--- config.mk ---
export PLATFORM = sky130hd
export DESIGN_NAME = three_digit_seven_segment_scanner
export DESIGN_NICKNAME = d
export VERILOG_FILES = /design/src/hw/rtl/tdss_pkg.sv /design/src/hw/rtl/tdss_split.sv /design/src/hw/rtl/tdss_core.sv /design/src/hw/rtl/three_digit_seven_segment_scanner.sv
export VERILOG_INCLUDE_DIRS = /design/src /design/src/hw/rtl
export SDC_FILE = /design/constraint.sdc
export NUM_CORES = 1
export LEC_CHECK = 0
export ABC_CLOCK_PERIOD_IN_PS = 4850
export BUFFER_PORTS_ARGS = -buffer_cell sky130_fd_sc_hd__buf_2
export CORE_MARGIN = 4
export CORE_UTILIZATION = 25
export CTS_CLUSTER_SIZE = 30
export DETAILED_ROUTE_END_ITERATION = 10
export PLACE_DENSITY = 0.46
export SLEW_MARGIN = 20
export SYNTH_ARGS = -nofsm -noshare
export SYNTH_HDL_FRONTEND = slang
export SYNTH_HIERARCHICAL = 1
export SYNTH_SLANG_ARGS = --single-unit
--- constraint.sdc ---
create_clock -name i_clk -period 4.85 [get_ports i_clk]
set_input_delay 0.7275 -clock i_clk [delete_from_list [all_inputs] [get_ports i_clk]]
set_output_delay 0.7275 -clock i_clk [all_outputs]
set_load 0.02 [all_outputs]
--- src/hw/rtl/three_digit_seven_segment_scanner_defines.svh ---
`ifndef THREE_DIGIT_SEVEN_SEGMENT_SCANNER_DEFINES_SVH
`define THREE_DIGIT_SEVEN_SEGMENT_SCANNER_DEFINES_SVH

// Same-cycle implication, sampled on i_clk, off during reset.
`define TDSS_ASSERT_IMP(lbl, ante, cons, msg) \
    lbl: assert property (@(posedge i_clk) disable iff (!i_rst_n) (ante) |-> (cons)) \
        else $error(msg);

// Next-cycle implication, sampled on i_clk, off during reset.
`define TDSS_ASSERT_NXT(lbl, ante, cons, msg) \
    lbl: assert property (@(posedge i_clk) disable iff (!i_rst_n) (ante) |=> (cons)) \
        else $error(msg);

`endif

--- src/hw/rtl/tdss_pkg.sv ---
package tdss_pkg;

    typedef struct packed {
        logic               kind;
        logic signed [15:0] value;
        logic [1:0]         format;
    } t_in_word;

    typedef struct packed {
        logic [1:0] digit_enable;
        logic [6:0] segments;
        logic       decimal_point;
    } t_out_word;

    typedef struct packed {
        logic       neg;
        logic [3:0] hundreds;
        logic [3:0] tens;
        logic [3:0] ones;
        logic [1:0] format;
    } t_digits;

    typedef struct packed {
        logic    kind;
        t_digits digits;
    } t_split_word;

    typedef struct packed {
        logic       kind;
        logic       neg;
        logic [1:0] format;
    } t_tag;

    typedef struct packed {
        logic [15:0] slot_ticks;
        logic [15:0] gap_ticks;
    } t_cfg;

    localparam logic KIND_TICK = 1'b0;
    localparam logic KIND_LOAD = 1'b1;

    localparam logic [1:0] FMT_PLAIN  = 2'd0;
    localparam logic [1:0] FMT_POINT  = 2'd1;
    localparam logic [1:0] FMT_SIGNED = 2'd2;

    localparam logic [1:0] EN_NONE     = 2'd0;
    localparam logic [1:0] EN_HUNDREDS = 2'd1;
    localparam logic [1:0] EN_TENS     = 2'd2;
    localparam logic [1:0] EN_ONES     = 2'd3;

    localparam logic [1:0] SLOT_GAP = 2'd3;

    localparam logic CFG_SLOT_TICKS = 1'b0;
    localparam logic CFG_GAP_TICKS  = 1'b1;

    localparam logic [15:0] SLOT_TICKS_RESET = 16'd1000;
    localparam logic [15:0] GAP_TICKS_RESET  = 16'd0;

    localparam logic [6:0] SEG_MINUS = 7'h40;

    // floor(mag / 1000) estimate, low by at most one for mag up to 32768
    localparam logic [10:0] RECIP_1000  = 11'd1048;
    localparam int          RECIP_SHIFT = 20;
    localparam logic [15:0] K_1000      = 16'd1000;
    // floor(m / 100) for m below 1000
    localparam logic [15:0] RECIP_100   = 16'd41;
    localparam logic [9:0]  K_100       = 10'd100;
    // floor(r / 10) for r below 100
    localparam logic [14:0] RECIP_10    = 15'd205;

    function automatic logic [6:0] seg_of(input logic [3:0] d);
        logic [6:0] s;
        unique case (d)
            4'd0:    s = 7'h3F;
            4'd1:    s = 7'h06;
            4'd2:    s = 7'h5B;
            4'd3:    s = 7'h4F;
            4'd4:    s = 7'h66;
            4'd5:    s = 7'h6D;
            4'd6:    s = 7'h7D;
            4'd7:    s = 7'h07;
            4'd8:    s = 7'h7F;
            4'd9:    s = 7'h6F;
            default: s = 7'h00;
        endcase
        return s;
    endfunction

endpackage

--- src/hw/rtl/tdss_split.sv ---
module tdss_split (
    input  logic                  i_clk,
    input  logic                  i_rst_n,
    input  logic                  i_valid,
    output logic                  o_ready,
    input  tdss_pkg::t_in_word    i_word,
    output logic                  o_valid,
    input  logic                  i_ready,
    output tdss_pkg::t_split_word o_word
);
    import tdss_pkg::*;

    logic        r_v1, r_v2, r_v3, r_v4, r_v5, r_v6;
    logic        w_rdy1, w_rdy2, w_rdy3, w_rdy4, w_rdy5, w_rdy6;

    t_in_word    r_w1;
    t_tag        r_tag2, r_tag3, r_tag4, r_tag5, r_tag6;
    logic [15:0] r_mag2;
    logic [5:0]  r_q2;
    logic [9:0]  r_m3, r_m4;
    logic [3:0]  r_h4, r_h5, r_h6;
    logic [6:0]  r_r5;
    logic [3:0]  r_t6, r_o6;

    t_tag        n_tag2;
    logic [16:0] n_mag;
    logic [26:0] n_prod2;
    logic [15:0] n_qk, n_diff;
    logic [9:0]  n_m;
    logic [15:0] n_prod4;
    logic [9:0]  n_hk, n_rem;
    logic [14:0] n_prod6;
    logic [3:0]  n_tens;
    logic [6:0]  n_tens10, n_ones;

    assign w_rdy6  = !r_v6 || i_ready;
    assign w_rdy5  = !r_v5 || w_rdy6;
    assign w_rdy4  = !r_v4 || w_rdy5;
    assign w_rdy3  = !r_v3 || w_rdy4;
    assign w_rdy2  = !r_v2 || w_rdy3;
    assign w_rdy1  = !r_v1 || w_rdy2;
    assign o_ready = w_rdy1;

    // magnitude and thousands estimate
    always_comb begin
        n_tag2.kind   = r_w1.kind;
        n_tag2.neg    = r_w1.value[15];
        n_tag2.format = r_w1.format;
        n_mag   = r_w1.value[15] ? (17'h10000 - {1'b0, r_w1.value}) : {1'b0, r_w1.value};
        n_prod2 = 27'(n_mag[15:0]) * 27'(RECIP_1000);
    end

    // remainder modulo 1000 with one correction
    always_comb begin
        n_qk   = 16'(r_q2) * K_1000;
        n_diff = r_mag2 - n_qk;
        n_m    = (n_diff >= K_1000) ? 10'(n_diff - K_1000) : n_diff[9:0];
    end

    assign n_prod4 = 16'(r_m3) * RECIP_100;

    always_comb begin
        n_hk  = 10'(r_h4) * K_100;
        n_rem = r_m4 - n_hk;
    end

    always_comb begin
        n_prod6  = 15'(r_r5) * RECIP_10;
        n_tens   = n_prod6[14:11];
        n_tens10 = 7'({n_tens, 3'b000}) + 7'({n_tens, 1'b0});
        n_ones   = r_r5 - n_tens10;
    end

    always_ff @(posedge i_clk) begin
        if (!i_rst_n) begin
            r_v1 <= 1'b0;
            r_v2 <= 1'b0;
            r_v3 <= 1'b0;
            r_v4 <= 1'b0;
            r_v5 <= 1'b0;
            r_v6 <= 1'b0;
        end else begin
            if (w_rdy1) r_v1 <= i_valid;
            if (w_rdy2) r_v2 <= r_v1;
            if (w_rdy3) r_v3 <= r_v2;
            if (w_rdy4) r_v4 <= r_v3;
            if (w_rdy5) r_v5 <= r_v4;
            if (w_rdy6) r_v6 <= r_v5;
        end
    end

    always_ff @(posedge i_clk) begin
        if (w_rdy1 && i_valid) begin
            r_w1 <= i_word;
        end
        if (w_rdy2 && r_v1) begin
            r_tag2 <= n_tag2;
            r_mag2 <= n_mag[15:0];
            r_q2   <= n_prod2[RECIP_SHIFT +: 6];
        end
        if (w_rdy3 && r_v2) begin
            r_tag3 <= r_tag2;
            r_m3   <= n_m;
        end
        if (w_rdy4 && r_v3) begin
            r_tag4 <= r_tag3;
            r_m4   <= r_m3;
            r_h4   <= n_prod4[15:12];
        end
        if (w_rdy5 && r_v4) begin
            r_tag5 <= r_tag4;
            r_h5   <= r_h4;
            r_r5   <= n_rem[6:0];
        end
        if (w_rdy6 && r_v5) begin
            r_tag6 <= r_tag5;
            r_h6   <= r_h5;
            r_t6   <= n_tens;
            r_o6   <= n_ones[3:0];
        end
    end

    assign o_valid              = r_v6;
    assign o_word.kind          = r_tag6.kind;
    assign o_word.digits.neg    = r_tag6.neg;
    assign o_word.digits.format = r_tag6.format;
    assign o_word.digits.hundreds = r_h6;
    assign o_word.digits.tens   = r_t6;
    assign o_word.digits.ones   = r_o6;

endmodule

--- src/hw/rtl/tdss_core.sv ---
module tdss_core (
    input  logic                  i_clk,
    input  logic                  i_rst_n,
    input  logic                  i_valid,
    output logic                  o_ready,
    input  tdss_pkg::t_split_word i_word,
    input  tdss_pkg::t_cfg        i_cfg,
    output logic                  o_out_valid,
    input  logic                  i_out_stall,
    output tdss_pkg::t_out_word   o_out_word
);
    import tdss_pkg::*;

    localparam logic [1:0] POS_ONES = 2'd0;
    localparam logic [1:0] POS_TENS = 2'd1;

    logic        r_out_valid;
    t_out_word   r_out_word;
    t_digits     r_pending;
    t_digits     r_frame;
    logic [1:0]  r_slot;
    logic [15:0] r_tick;

    logic        w_take, w_minus, w_point;
    logic        n_start;
    t_digits     w_frame;
    logic [1:0]  w_slot, w_blanks, w_pos;
    logic [15:0] w_base;
    logic [16:0] w_inc;
    t_out_word   n_out;
    logic [1:0]  n_slot;
    logic [15:0] n_tick;

    assign o_ready = !r_out_valid || !i_out_stall;
    assign w_take  = i_valid && o_ready;

    always_comb begin
        n_start = (i_word.kind == KIND_TICK) && (r_slot == SLOT_GAP)
                  && (r_tick >= i_cfg.gap_ticks);
        w_frame = n_start ? r_pending : r_frame;
        w_slot  = n_start ? 2'd0 : r_slot;
        w_minus = (w_frame.format == FMT_SIGNED) && w_frame.neg;
        w_point = (w_frame.format == FMT_POINT) || (w_frame.format == FMT_SIGNED);

        if (w_minus) begin
            w_blanks = 2'd0;
        end else if (w_point) begin
            w_blanks = (w_frame.hundreds == 4'd0) ? 2'd1 : 2'd0;
        end else if (w_frame.hundreds == 4'd0) begin
            w_blanks = (w_frame.tens == 4'd0) ? 2'd2 : 2'd1;
        end else begin
            w_blanks = 2'd0;
        end

        w_pos = w_slot - w_blanks;
        n_out = '0;
        if (w_slot != SLOT_GAP && w_slot >= w_blanks) begin
            case (w_pos)
                POS_ONES: begin
                    n_out.digit_enable = EN_ONES;
                    n_out.segments     = seg_of(w_frame.ones);
                end
                POS_TENS: begin
                    n_out.digit_enable  = EN_TENS;
                    n_out.segments      = seg_of(w_frame.tens);
                    n_out.decimal_point = w_point;
                end
                default: begin
                    n_out.digit_enable = EN_HUNDREDS;
                    n_out.segments     = w_minus ? SEG_MINUS : seg_of(w_frame.hundreds);
                end
            endcase
        end

        w_base = n_start ? 16'd0 : r_tick;
        w_inc  = {1'b0, w_base} + 17'd1;
        if (w_slot != SLOT_GAP && w_inc >= {1'b0, i_cfg.slot_ticks}) begin
            n_slot = w_slot + 2'd1;
            n_tick = 16'd0;
        end else begin
            n_slot = w_slot;
            n_tick = w_inc[16] ? 16'hFFFF : w_inc[15:0];
        end
    end

    always_ff @(posedge i_clk) begin
        if (!i_rst_n) begin
            r_out_valid <= 1'b0;
            r_out_word  <= '0;
            r_pending   <= '0;
            r_frame     <= '0;
            r_slot      <= SLOT_GAP;
            r_tick      <= 16'd0;
        end else begin
            if (o_ready) r_out_valid <= i_valid;
            if (w_take) begin
                r_out_word <= n_out;
                if (i_word.kind == KIND_LOAD) begin
                    r_pending <= i_word.digits;
                end else begin
                    r_frame <= w_frame;
                    r_slot  <= n_slot;
                    r_tick  <= n_tick;
                end
            end
        end
    end

    assign o_out_valid = r_out_valid;
    assign o_out_word  = r_out_word;

endmodule

--- src/hw/rtl/three_digit_seven_segment_scanner.sv ---
// Scans a multiplexed three-digit seven-segment display. Every word in gives exactly one
// word out: a tick word advances the scan by one tick and a load word stores a value and
// format that take over at the next frame start; both return the current digit drive.
// A word is taken every cycle unless stalled; it passes the six-stage digit split (magnitude
// modulo 1000 into hundreds, tens and ones) and then the scan state register. Input stall
// rises only while a result is held at the output and every stage is full. Slot and gap
// lengths are written through the config port by the user only while the block is idle;
// the block does not enforce this. Reset loads 1000 and 0. No clearing pass follows reset.
`include "three_digit_seven_segment_scanner_defines.svh"

module three_digit_seven_segment_scanner (
    input  logic                i_clk,
    input  logic                i_rst_n,
    input  logic                i_in_valid,
    output logic                o_in_stall,
    input  tdss_pkg::t_in_word  i_in_word,
    output logic                o_out_valid,
    input  logic                i_out_stall,
    output tdss_pkg::t_out_word o_out_word,
    input  logic                i_cfg_valid,
    output logic                o_cfg_ready,
    input  logic                i_cfg_index,
    input  logic [15:0]         i_cfg_data
);
    import tdss_pkg::*;

    logic [15:0] r_slot_ticks_q;
    logic [15:0] r_gap_ticks;
    t_cfg        w_cfg;
    logic        w_split_ready, w_split_valid, w_core_ready;
    t_split_word w_split_word;

    assign o_cfg_ready  = 1'b1;

    always_ff @(posedge i_clk) begin
        if (!i_rst_n) begin
            r_slot_ticks_q <= SLOT_TICKS_RESET;
            r_gap_ticks    <= GAP_TICKS_RESET;
        end else if (i_cfg_valid && o_cfg_ready) begin
            unique case (i_cfg_index)
                CFG_SLOT_TICKS: r_slot_ticks_q <= i_cfg_data;
                CFG_GAP_TICKS:  r_gap_ticks    <= i_cfg_data;
                default: ;
            endcase
        end
    end

    assign w_cfg.slot_ticks = r_slot_ticks_q;
    assign w_cfg.gap_ticks  = r_gap_ticks;

    tdss_split u_split (
        .i_clk   (i_clk),
        .i_rst_n (i_rst_n),
        .i_valid (i_in_valid),
        .o_ready (w_split_ready),
        .i_word  (i_in_word),
        .o_valid (w_split_valid),
        .i_ready (w_core_ready),
        .o_word  (w_split_word)
    );

    tdss_core u_core (
        .i_clk       (i_clk),
        .i_rst_n     (i_rst_n),
        .i_valid     (w_split_valid),
        .o_ready     (w_core_ready),
        .i_word      (w_split_word),
        .i_cfg       (w_cfg),
        .o_out_valid (o_out_valid),
        .i_out_stall (i_out_stall),
        .o_out_word  (o_out_word)
    );

    assign o_in_stall = !w_split_ready;

    `TDSS_ASSERT_IMP(a_dark_is_blank, o_out_valid && (o_out_word.digit_enable == EN_NONE), (o_out_word.segments == 7'd0) && !o_out_word.decimal_point, "dark slot drives segments")
    `TDSS_ASSERT_IMP(a_point_on_tens, o_out_valid && o_out_word.decimal_point, o_out_word.digit_enable == EN_TENS, "decimal point away from tens")
    `TDSS_ASSERT_IMP(a_stall_only_blocked, o_in_stall, o_out_valid && i_out_stall, "input stalled with output free")
    `TDSS_ASSERT_NXT(a_cfg_slot_write, i_cfg_valid && o_cfg_ready && (i_cfg_index == CFG_SLOT_TICKS), r_slot_ticks_q == $past(i_cfg_data), "slot length not written")

endmodule
* Word-level counts from Yosys, hierarchy flattened
Memories as Yosys holds them, arrays and structs flattened. Index checks and enable logic that the tools add are counted.
Word-level totals: register bits 202, memory bits (read-only) 336, input port bits 41, output and inout port bits 13, word-level logic and storage cells 133, memories 3
Memory list:
- (name not given) | depth 16, width 7, read ports 1, clocked after memory_dff 0, write ports 0, line tdss_pkg.sv:73 | unique case (d)
- (name not given) | depth 16, width 7, read ports 1, clocked after memory_dff 0, write ports 0, line tdss_pkg.sv:73
- (name not given) | depth 16, width 7, read ports 1, clocked after memory_dff 0, write ports 0, line tdss_pkg.sv:73
Cells by class: $add $sub $neg 9, $mul 5, order comparisons 4, eq/ne operators 5, multiplexer cells 17, bitwise gates (word level) 2, reductions and logical operators 36
Operators by type and width (count):
- $mux W16 | 4
- $mul A16 B8 Y23 const B | 1
- $mux W10 | 2
- $pmux W9 S2 | 1
- $add A16 B1 Y17 const B | 1
- $ge A17 B16 Y1 | 1
- $ge A16 B10 Y1 const B | 1
- $ge A16 B16 Y1 | 1
- $mul A10 B6 Y16 const B | 1
- $sub A1 B16 Y16 const A | 1
- $sub A16 B16 Y16 | 1
- $mul A7 B8 Y15 const B | 1
- $mux W15 | 1
- $mul A6 B7 Y13 const B | 1
- $logic_and A1 B1 Y1 | 12
- $mux W2 | 6
- $sub A10 B10 Y10 const B | 1
- $logic_not A1 Y1 | 9
- $logic_not A4 Y1 | 2
- $logic_or A1 B1 Y1 | 8
- $reduce_and A2 Y1 | 4
- $mux W7 | 1
- $sub A7 B7 Y7 | 1
- $mul A4 B5 Y5 const B | 1
- other kinds (11) | 15

* Longest topological paths before layout
Gate-level depths: netlist of the first run.
word-level depth 13, mapped depth 26, depth with buffers taken out 24

* Hierarchy
The synthesis of the first run kept the hierarchy.
By module, submodules not included:
- tdss_split | instances 1, cells an instance 690, area an instance 8149.1 µm², sequential area each 3273.1 µm²
- tdss_core | instances 1, cells an instance 602, area an instance 4680.7 µm², sequential area each 1181.1 µm²
- three_digit_seven_segment_scanner | instances 1, cells an instance 134, area an instance 1258.7 µm², sequential area each 640.6 µm²

* Worst setup path after synthesis of the first run
Ideal clock, no wire load.
path kind flip-flop to flip-flop, start register u_split/r_w1[6] (netlist bit), end register u_split.r_q2[3] (data pin), setup time 0.269 ns, data arrival time 4.863 ns, required time 4.581 ns, setup slack -0.282 ns, cell stages (with the launch flop) 21, path buffers 0, clock period less this slack 5.132 ns, cells stage by stage edfxtp_1 > or2_4 > or3_1 > or3_1 > or3_4 > o31ai_4 > xnor2_1 > ha_1 > ha_1 > inv_1 > fa_1 > inv_1 > ha_1 > a21o_1 > a221oi_1 > o211ai_1 > o211a_1 > a21oi_1 > nor2b_1 > o21a_1 > xor2_1
On the way: cells in the longest elaborated chain, start to end 3
Ends and longest elaborated chain:
- start, declared | line tdss_split.sv:16 | t_in_word r_w1;
- start signal, assigned | line tdss_split.sv:94 | r_w1 <= i_word;
- $sub A1 B16 Y16 | line tdss_split.sv:49 | n_mag = r_w1.value[15] ? (17'h10000 - {1'b0, r_w1.value}) : {1'b0, r_w1.value};
- $mux W16 | line tdss_split.sv:49
- net u_split.n_mag[13] | line tdss_split.sv:26 | logic [16:0] n_mag;
- $mul A16 B8 Y23 | line tdss_split.sv:50 | n_prod2 = 27'(n_mag[15:0]) * 27'(RECIP_1000);
- net u_split.n_prod2[23] | line tdss_split.sv:27 | logic [26:0] n_prod2;
- end signal, assigned | line tdss_split.sv:99 | r_q2 <= n_prod2[RECIP_SHIFT +: 6];
- end, declared | line tdss_split.sv:19 | logic [5:0] r_q2;
The timed path passes the listed nets, and every way through them passes these cells. A chain may end at the register's enable or synchronous reset.

* Final worst setup path of the first run
Ends and elaborated chain as after synthesis.

==> results of run 1 <==
-- worst min-delay path by stage --
stage / from / endpoint / slack, ns / cells after the start
2_1_floorplan: u_split/r_tag5[0]$_DFFE_PP_ / u_split/o_word[0]$_DFFE_PP_ / 0.40 / 0
3_3_place_gp: u_split/r_tag4[0]$_DFFE_PP_ / u_split/r_tag5[0]$_DFFE_PP_ / 0.40 / 0
3_5_place_dp: u_split/r_h5[2]$_DFFE_PP_ / u_split/r_h6[2]$_DFFE_PP_ / 0.40 / 0
4_1_cts: i_in_word[7] / u_split/r_w1[7]$_DFFE_PP_ / 0.33 / 1
5_1_grt: i_in_word[17] / u_split/n_tag2[2]$_DFFE_PP_ / 0.32 / 1
6_report: i_in_word[11] / u_split/r_w1[11]$_DFFE_PP_ / 0.37 / 1
-- worst max-delay path, cell delays in order, from the launching register on --
cell and delay [ns]:
edfxtp_1 0.38, or2_4 0.26, or3_4 0.33, or3_4 0.34
or3_4 0.37, o31ai_4 0.21, xnor2_2 0.16, ha_1 0.26
ha_1 0.29, inv_2 0.04, fa_1 0.52, inv_1 0.04
ha_1 0.26, and3_4 0.16, a221oi_4 0.27, o211ai_1 0.13
o211a_1 0.18, a21oi_2 0.17, nor2b_2 0.08, o21a_1 0.19
xor2_1 0.14
-- where the power goes --
| group | switching, mW | internal (mW) |
|---|---|---|
| combinational | 1.86 | 1.76 |
| clock | 0.726 | 1.12 |
| sequential | 0.0555 | 1.95 |
-- layer usage --
metal	track usage [%]	wire, µm	part of all wire [%]	up-vias
li1	-	-	-	5214
met1	12.84	14260	47	4743
met2	17.84	14410	48	119
met3	1.690	993	3.3	37
met4	2.169	654	2.2	0
met5	0	0	0	-
-- flip-flops by register name, summed over array words and instances (netlist names), 6 cells and up --
name and cells:
u_split/r_m4 7, u_split/r_m3 10, u_split/r_q2 6, u_core/r_frame 15, u_core/o_out_word 10, u_core/r_tick 16
u_split/r_r5 7, u_split/r_w1 15, r_gap_ticks 16, r_slot_ticks_q 16, u_split/r_mag2 16, u_core/r_pending 15
-- kinds of logic (layout without fill, tap and decap cells) --
kind of cell	Yosys count	count (layout)
flops	202	202
mux	47	47
other cells	1	1
simple gates	357	357
fa+ha+maj	248	248
xor+xnor	79	79
compound gates	254	254
buf+inv	238	403
-- Yosys cell counts, types with 13 or more instances --
master	number
ha_1	212
inv_1	193
nand2_1	144
edfxtp_1	105
dfxtp_1	97
nor2_1	72
xnor2_1	55
o21ai_0	53
a21oi_1	45
fa_1	36
mux2i_1	36
clkbuf_1	27
nand3_1	27
a21boi_0	25
xor2_1	24
nor2b_1	22
nor3_1	15
o211ai_1	15
a21o_1	14
a211oi_1	13
nand2b_1	13
o211a_1	13
-- area by class of cell --
cell class	instances	area (µm²)	share of cell area (%)
clock buffers	31	658.1	3.858
clock inverters	12	151.4	0.8874
inverters	193	724.4	4.246
multi-input cells	986	8341	48.89
flip-flops and latches	202	5096	29.87
well taps	748	935.9	5.486
repair buffers	167	1154	6.762
-- what timing repair did --
item                                    CTS  global route
gates resized for setup                  23            36
pin swaps                                40            51
buffers inserted                          9            13
endpoints found under the setup margin   13            38
cloned                                    0             1
-- placed cells by master (no fill, tap or decap), types with 40 or more instances in the layout --
cell type,n
xnor2_1,52
nand2_1,143
inv_1,183
ha_1,205
edfxtp_1,105
a21oi_1,40
buf_2,51
buf_4,111
nor2_1,65
dfxtp_1,96
==> impl_metrics.env, run 1 <==
export IMPL_tns_ns=-0.7985
export IMPL_insertion_delay_ns=0.55
export IMPL_r2r_cells=20
export IMPL_cts_sinks=202
export IMPL_syn_inst=1426
export IMPL_io_buffers=52
export IMPL_synth_compound_area_share_pct=12.52
export IMPL_cp_start_kind="flop"
export IMPL_dieArea_mm2=0.06022
export IMPL_antenna_found_initial=0
export IMPL_ys_types=76
export IMPL_finClkSkew_ns=0.02919
export IMPL_initial_core_util_pct=25.42
export IMPL_synth_mux_area_share_pct=3.561
export IMPL_violations="negative setup slack"
export IMPL_dp_hpwl_mm=23.33
export IMPL_dp_cells=2274
export IMPL_drt_iter0_markers=358
export IMPL_cap_violations=0
export IMPL_area_growth_pct=21.09
export IMPL_status="finished with violations"
export IMPL_syn_nets=1715
export IMPL_utilization_pct=30.79
export IMPL_cp_required_ns=5.13
export IMPL_cts_tree="built"
export IMPL_coreArea_mm2=0.05542
export IMPL_drive_gt1_share_pct=18.48
export IMPL_rsz0062_at_grt="yes"
export IMPL_synth_simple_area_share_pct=12.08
export IMPL_place_area_mm2=0.01583
export IMPL_stdcell_area_mm2=0.01706
export IMPL_pre_cts_ws_ns=-0.3104
export IMPL_endpoint="u_split/r_q2[3]$_DFFE_PP_"
export IMPL_gp_congestion=0.7675
export IMPL_ys_top_cells_by_area="edfxtp_1 (22%), ha_1 (19%), dfxtp_1 (14%)"
export IMPL_peakVddDrop_mv=0.2997
export IMPL_ys_warn_count=6
export IMPL_rrSetupSlack_ns=-0.19
export IMPL_ys_seq_area_share_pct=36.16
export IMPL_cts_buffers=25
export IMPL_maxSlewViolCount=0
export IMPL_worstSetupStartpoint="u_split/r_w1[6]$_DFFE_PP_"
export IMPL_worst_pin_slew_ns=0.9778
export IMPL_synthAdderAreaFrac_pct=23.94
export IMPL_grt_pass1_vias=10210
export IMPL_grt_usage_pct=10.05
export IMPL_final_hold_viol_count=0
export IMPL_synth_edf_count=105
export IMPL_ctsHoldBuffers=0
export IMPL_ant_nets=0
export IMPL_syn_avg_cell_area_um2=9.880
export IMPL_fin_crit_sh_pct=104.0
export IMPL_finalCriticalPeriod_ns=5.043
export IMPL_holdWs_ns=0.3685
export IMPL_max_freq_mhz=198.3
export IMPL_finalSetupViolCount=11
export IMPL_cts_root_buf="clkbuf_16"
export IMPL_async_flop_share_pct=0
export IMPL_synth_top_family_by_area="adder cells"
export IMPL_slew_headroom_pct=34.81
export IMPL_ioPinCount=54
export IMPL_num_nets_final=1864
export IMPL_power_per_cell_area_mw_per_mm2=438.4
export IMPL_r2r_start="u_split/r_w1[6]$_DFFE_PP_"
export IMPL_synth_xor_area_share_pct=4.911
export IMPL_grt_pass1_wl_mm=50.72
export IMPL_cts_buffer_depth=3
export IMPL_die_height_um=245.4
export IMPL_power_mw=7.480
export IMPL_via_per_inst=4.324
export IMPL_hold_path_class="in -> reg"
export IMPL_clkTransAtPathRegs_ns=0.06
export IMPL_fin_cells=2339
export IMPL_firstDrtPassIters=4
export IMPL_antenna_cells=0
export IMPL_drc=0
export IMPL_synth_top_cell_by_area="edfxtp_1"
export IMPL_setup_ws_ns=-0.1932
export IMPL_synthFlopType="edfxtp_1"
export IMPL_grt_max_degree=65
export IMPL_post_synth_top_area_fraction_pct=22.38
export IMPL_crit_fanout=4
export IMPL_netlist_area_mm2=0.01409
export IMPL_die_width_um=245.4
export IMPL_leakagePower_nw=7.493
export IMPL_reg2reg_to="u_split/r_q2[3]$_DFFE_PP_"
export IMPL_critPathKind="reg -> reg"
export IMPL_vias=10110
export IMPL_num_rows=86
export IMPL_cp_end_kind="flop"
export IMPL_n_fill_cell=5763
export IMPL_cp_arrival_ns=5.32
export IMPL_htree_levels=1
export IMPL_routed_wl_mm=30.31
export IMPL_avgRoutedWirePerCell_um=12.96
export IMPL_global_route_overflow_total=0
export IMPL_ys_ff_latch=202
Power figures use the tool's default switching activity.
==> inputs of run 2 (changes only) <==
CORE_MARGIN = 5   (was 4)
RECOVER_POWER = 100   (was not set)
==> impl_metrics.env, run 2 (same netlist as run 1, synthesis figures left out) <==
export IMPL_dieArea_mm2=0.06120
export IMPL_insertion_delay_ns=0.56
export IMPL_initial_core_util_pct=25.13
export IMPL_dp_cells=2284
export IMPL_grt_pass1_wl_mm=51.16
export IMPL_grt_max_degree=68
export IMPL_ant_nets=0
export IMPL_io_buffers=52
export IMPL_antenna_found_initial=0
export IMPL_slowest_delay_ns=0.53
export IMPL_ioPinCount=54
export IMPL_hold_path_class="in -> reg"
export IMPL_final_cell_mix="ha_1 (204), inv_1 (181), nand2_1 (143)"
export IMPL_routed_wl_mm=30.14
export IMPL_rsz0062_at_grt="yes"
export IMPL_crit_path_top_delay_cell="fa_1"
export IMPL_stdcell_area_mm2=0.01707
export IMPL_critPathKind="reg -> reg"
export IMPL_place_area_mm2=0.01587
export IMPL_slew_headroom_pct=-100.1
export IMPL_cts_root_buf="clkbuf_16"
export IMPL_ctsHoldBuffers=0
export IMPL_die_height_um=247.4
export IMPL_critical_path_cell_chain="or2_4, or3_4, or3_4, or3_4, buf_12, nor4b_4, ha_1, ha_4, inv_2, fa_1, inv_1, ha_1, and3_4, a221oi_4, o211ai_1, o211a_1, a21oi_2, nor2b_2, o21a_1, xor2_1"
export IMPL_clkTransAtPathRegs_ns=0.05
export IMPL_num_nets_final=1866
export IMPL_via_per_inst=4.288
export IMPL_finalSetupViolCount=10
export IMPL_drc=0
export IMPL_global_route_overflow_total=0
export IMPL_worst_pin_slew_ns=3.002
export IMPL_drt_iter0_markers=355
export IMPL_finClkSkew_ns=0.02702
export IMPL_cts_buffers=27
export IMPL_critPathTopFamily="simple AND/OR/NAND/NOR gates"
export IMPL_crit_fanout=4
export IMPL_antenna_cells=0
export IMPL_avgRoutedWirePerCell_um=12.80
export IMPL_fin_cells=2354
export IMPL_final_common_cell="ha_1"
export IMPL_cpMostUsedCell="or3_4"
export IMPL_drive_gt1_share_pct=17.33
export IMPL_grt_pass1_vias=10350
export IMPL_violations="max-capacitance violations, max-slew violations, negative setup slack"
export IMPL_max_freq_mhz=195.2
export IMPL_peakVddDrop_mv=0.3096
export IMPL_firstDrtPassIters=4
export IMPL_finalCriticalPeriod_ns=5.122
export IMPL_cts_tree="built"
export IMPL_vias=10090
export IMPL_setup_ws_ns=-0.2720
export IMPL_dp_hpwl_mm=23.48
export IMPL_grt_usage_pct=9.932
export IMPL_status="finished with violations"
export IMPL_coreArea_mm2=0.05606
export IMPL_cp_end_kind="flop"
export IMPL_die_width_um=247.4
export IMPL_htree_levels=1
export IMPL_fin_crit_sh_pct=105.6
export IMPL_power_per_cell_area_mw_per_mm2=431.4
export IMPL_cp_arrival_ns=5.41
export IMPL_pre_cts_ws_ns=-0.2832
export IMPL_num_rows=87
export IMPL_maxSlewViolCount=68
export IMPL_cts_buffer_depth=3
export IMPL_cp_num_buf_inv=3
export IMPL_cap_violations=1
export IMPL_cp_required_ns=5.14
export IMPL_cp_start_kind="flop"
export IMPL_leakagePower_nw=7.411
export IMPL_cts_sinks=202
export IMPL_final_hold_viol_count=0
export IMPL_gp_congestion=0.7697
export IMPL_area_growth_pct=21.16
-- run 2: changes by cell type in the layout (fill, tap and decap cells not counted), sizes merged --
cell / before / now
clkinv: 7 / 15
buf: 167 / 145
clkinvlp: 1 / 0
clkbuf: 31 / 53
inv: 194 / 196
bufinv: 3 / 1
-- run 2: stage by stage --
| step | utilization [%] | setup TNS (ns) | hold WS (ns) | power, mW |
|---|---|---|---|---|
| global placement | 28.31 | -1.363 | 0.4004 | 5.214 |
| floorplan | - | -0.3059 | 0.4003 | 4.390 |
| CTS | 30.01 | -1.400 | 0.3260 | 7.308 |
| detailed placement | 28.31 | -2.604 | 0.4045 | 5.252 |
| finish | 30.45 | -1.179 | 0.3615 | 7.363 |
| global route | 30.45 | -4.616 | 0.3298 | 8.052 |
-- run 2: timing repair --
item | 4_1_cts | 5_1_grt
resized for setup | 18 | 48
setup endpoints to repair | 25 | 39
buffers inserted | 7 | 14
pin swaps | 28 | 44
-- run 2: worst reg2reg max path, cell delays in order (launching register included) --
cell,delay (ns)
edfxtp_1,0.37
or2_4,0.26
or3_4,0.33
or3_4,0.34
or3_4,0.37
buf_12,0.14
nor4b_4,0.24
ha_1,0.30
ha_4,0.27
inv_2,0.03
fa_1,0.53
inv_1,0.05
ha_1,0.31
and3_4,0.20
a221oi_4,0.23
o211ai_1,0.12
o211a_1,0.18
a21oi_2,0.17
nor2b_2,0.08
o21a_1,0.19
xor2_1,0.14
-- run 2: final timing paths --
path,start,end,slack [ns],depth (start not counted)
worst max-delay path,u_split/r_w1[6]$_DFFE_PP_,u_split/r_q2[3]$_DFFE_PP_,-0.27,20
worst min-delay path,i_in_word[11],u_split/r_w1[11]$_DFFE_PP_,0.36,1
worst max register to register,u_split/r_w1[6]$_DFFE_PP_,u_split/r_q2[3]$_DFFE_PP_,-0.27,20
worst min register to register,u_split/r_tag2[3]$_DFFE_PP_,u_split/r_tag3[3]$_DFFE_PP_,0.39,0
-- run 2: routing by layer --
layer	up-vias	wire length [µm]	global-route usage, %	part of all wire, %
li1	5224	-	-	-
met1	4742	14190	12.59	47
met2	87	14480	17.67	48
met3	41	848	1.701	2.8
met4	0	625	2.334	2.1
met5	-	0	0	0
-- run 2: area by class of cell --
class / instances / area (µm²)
inverters: 193 / 724.4
clock buffers: 31 / 700.7
well taps: 756 / 945.9
repair buffers: 167 / 1114
flip-flops and latches: 202 / 5099
multi-input cells: 986 / 8353
clock inverters: 19 / 133.9
fillers: 5803 / 38990
-- run 2: power breakdown --
group	total [mW]	internal [mW]	switching, mW
clock network	1.84	1.09	0.754
registers	2.01	1.96	0.0560
logic	3.51	1.70	1.81
total	7.36	4.74	2.62
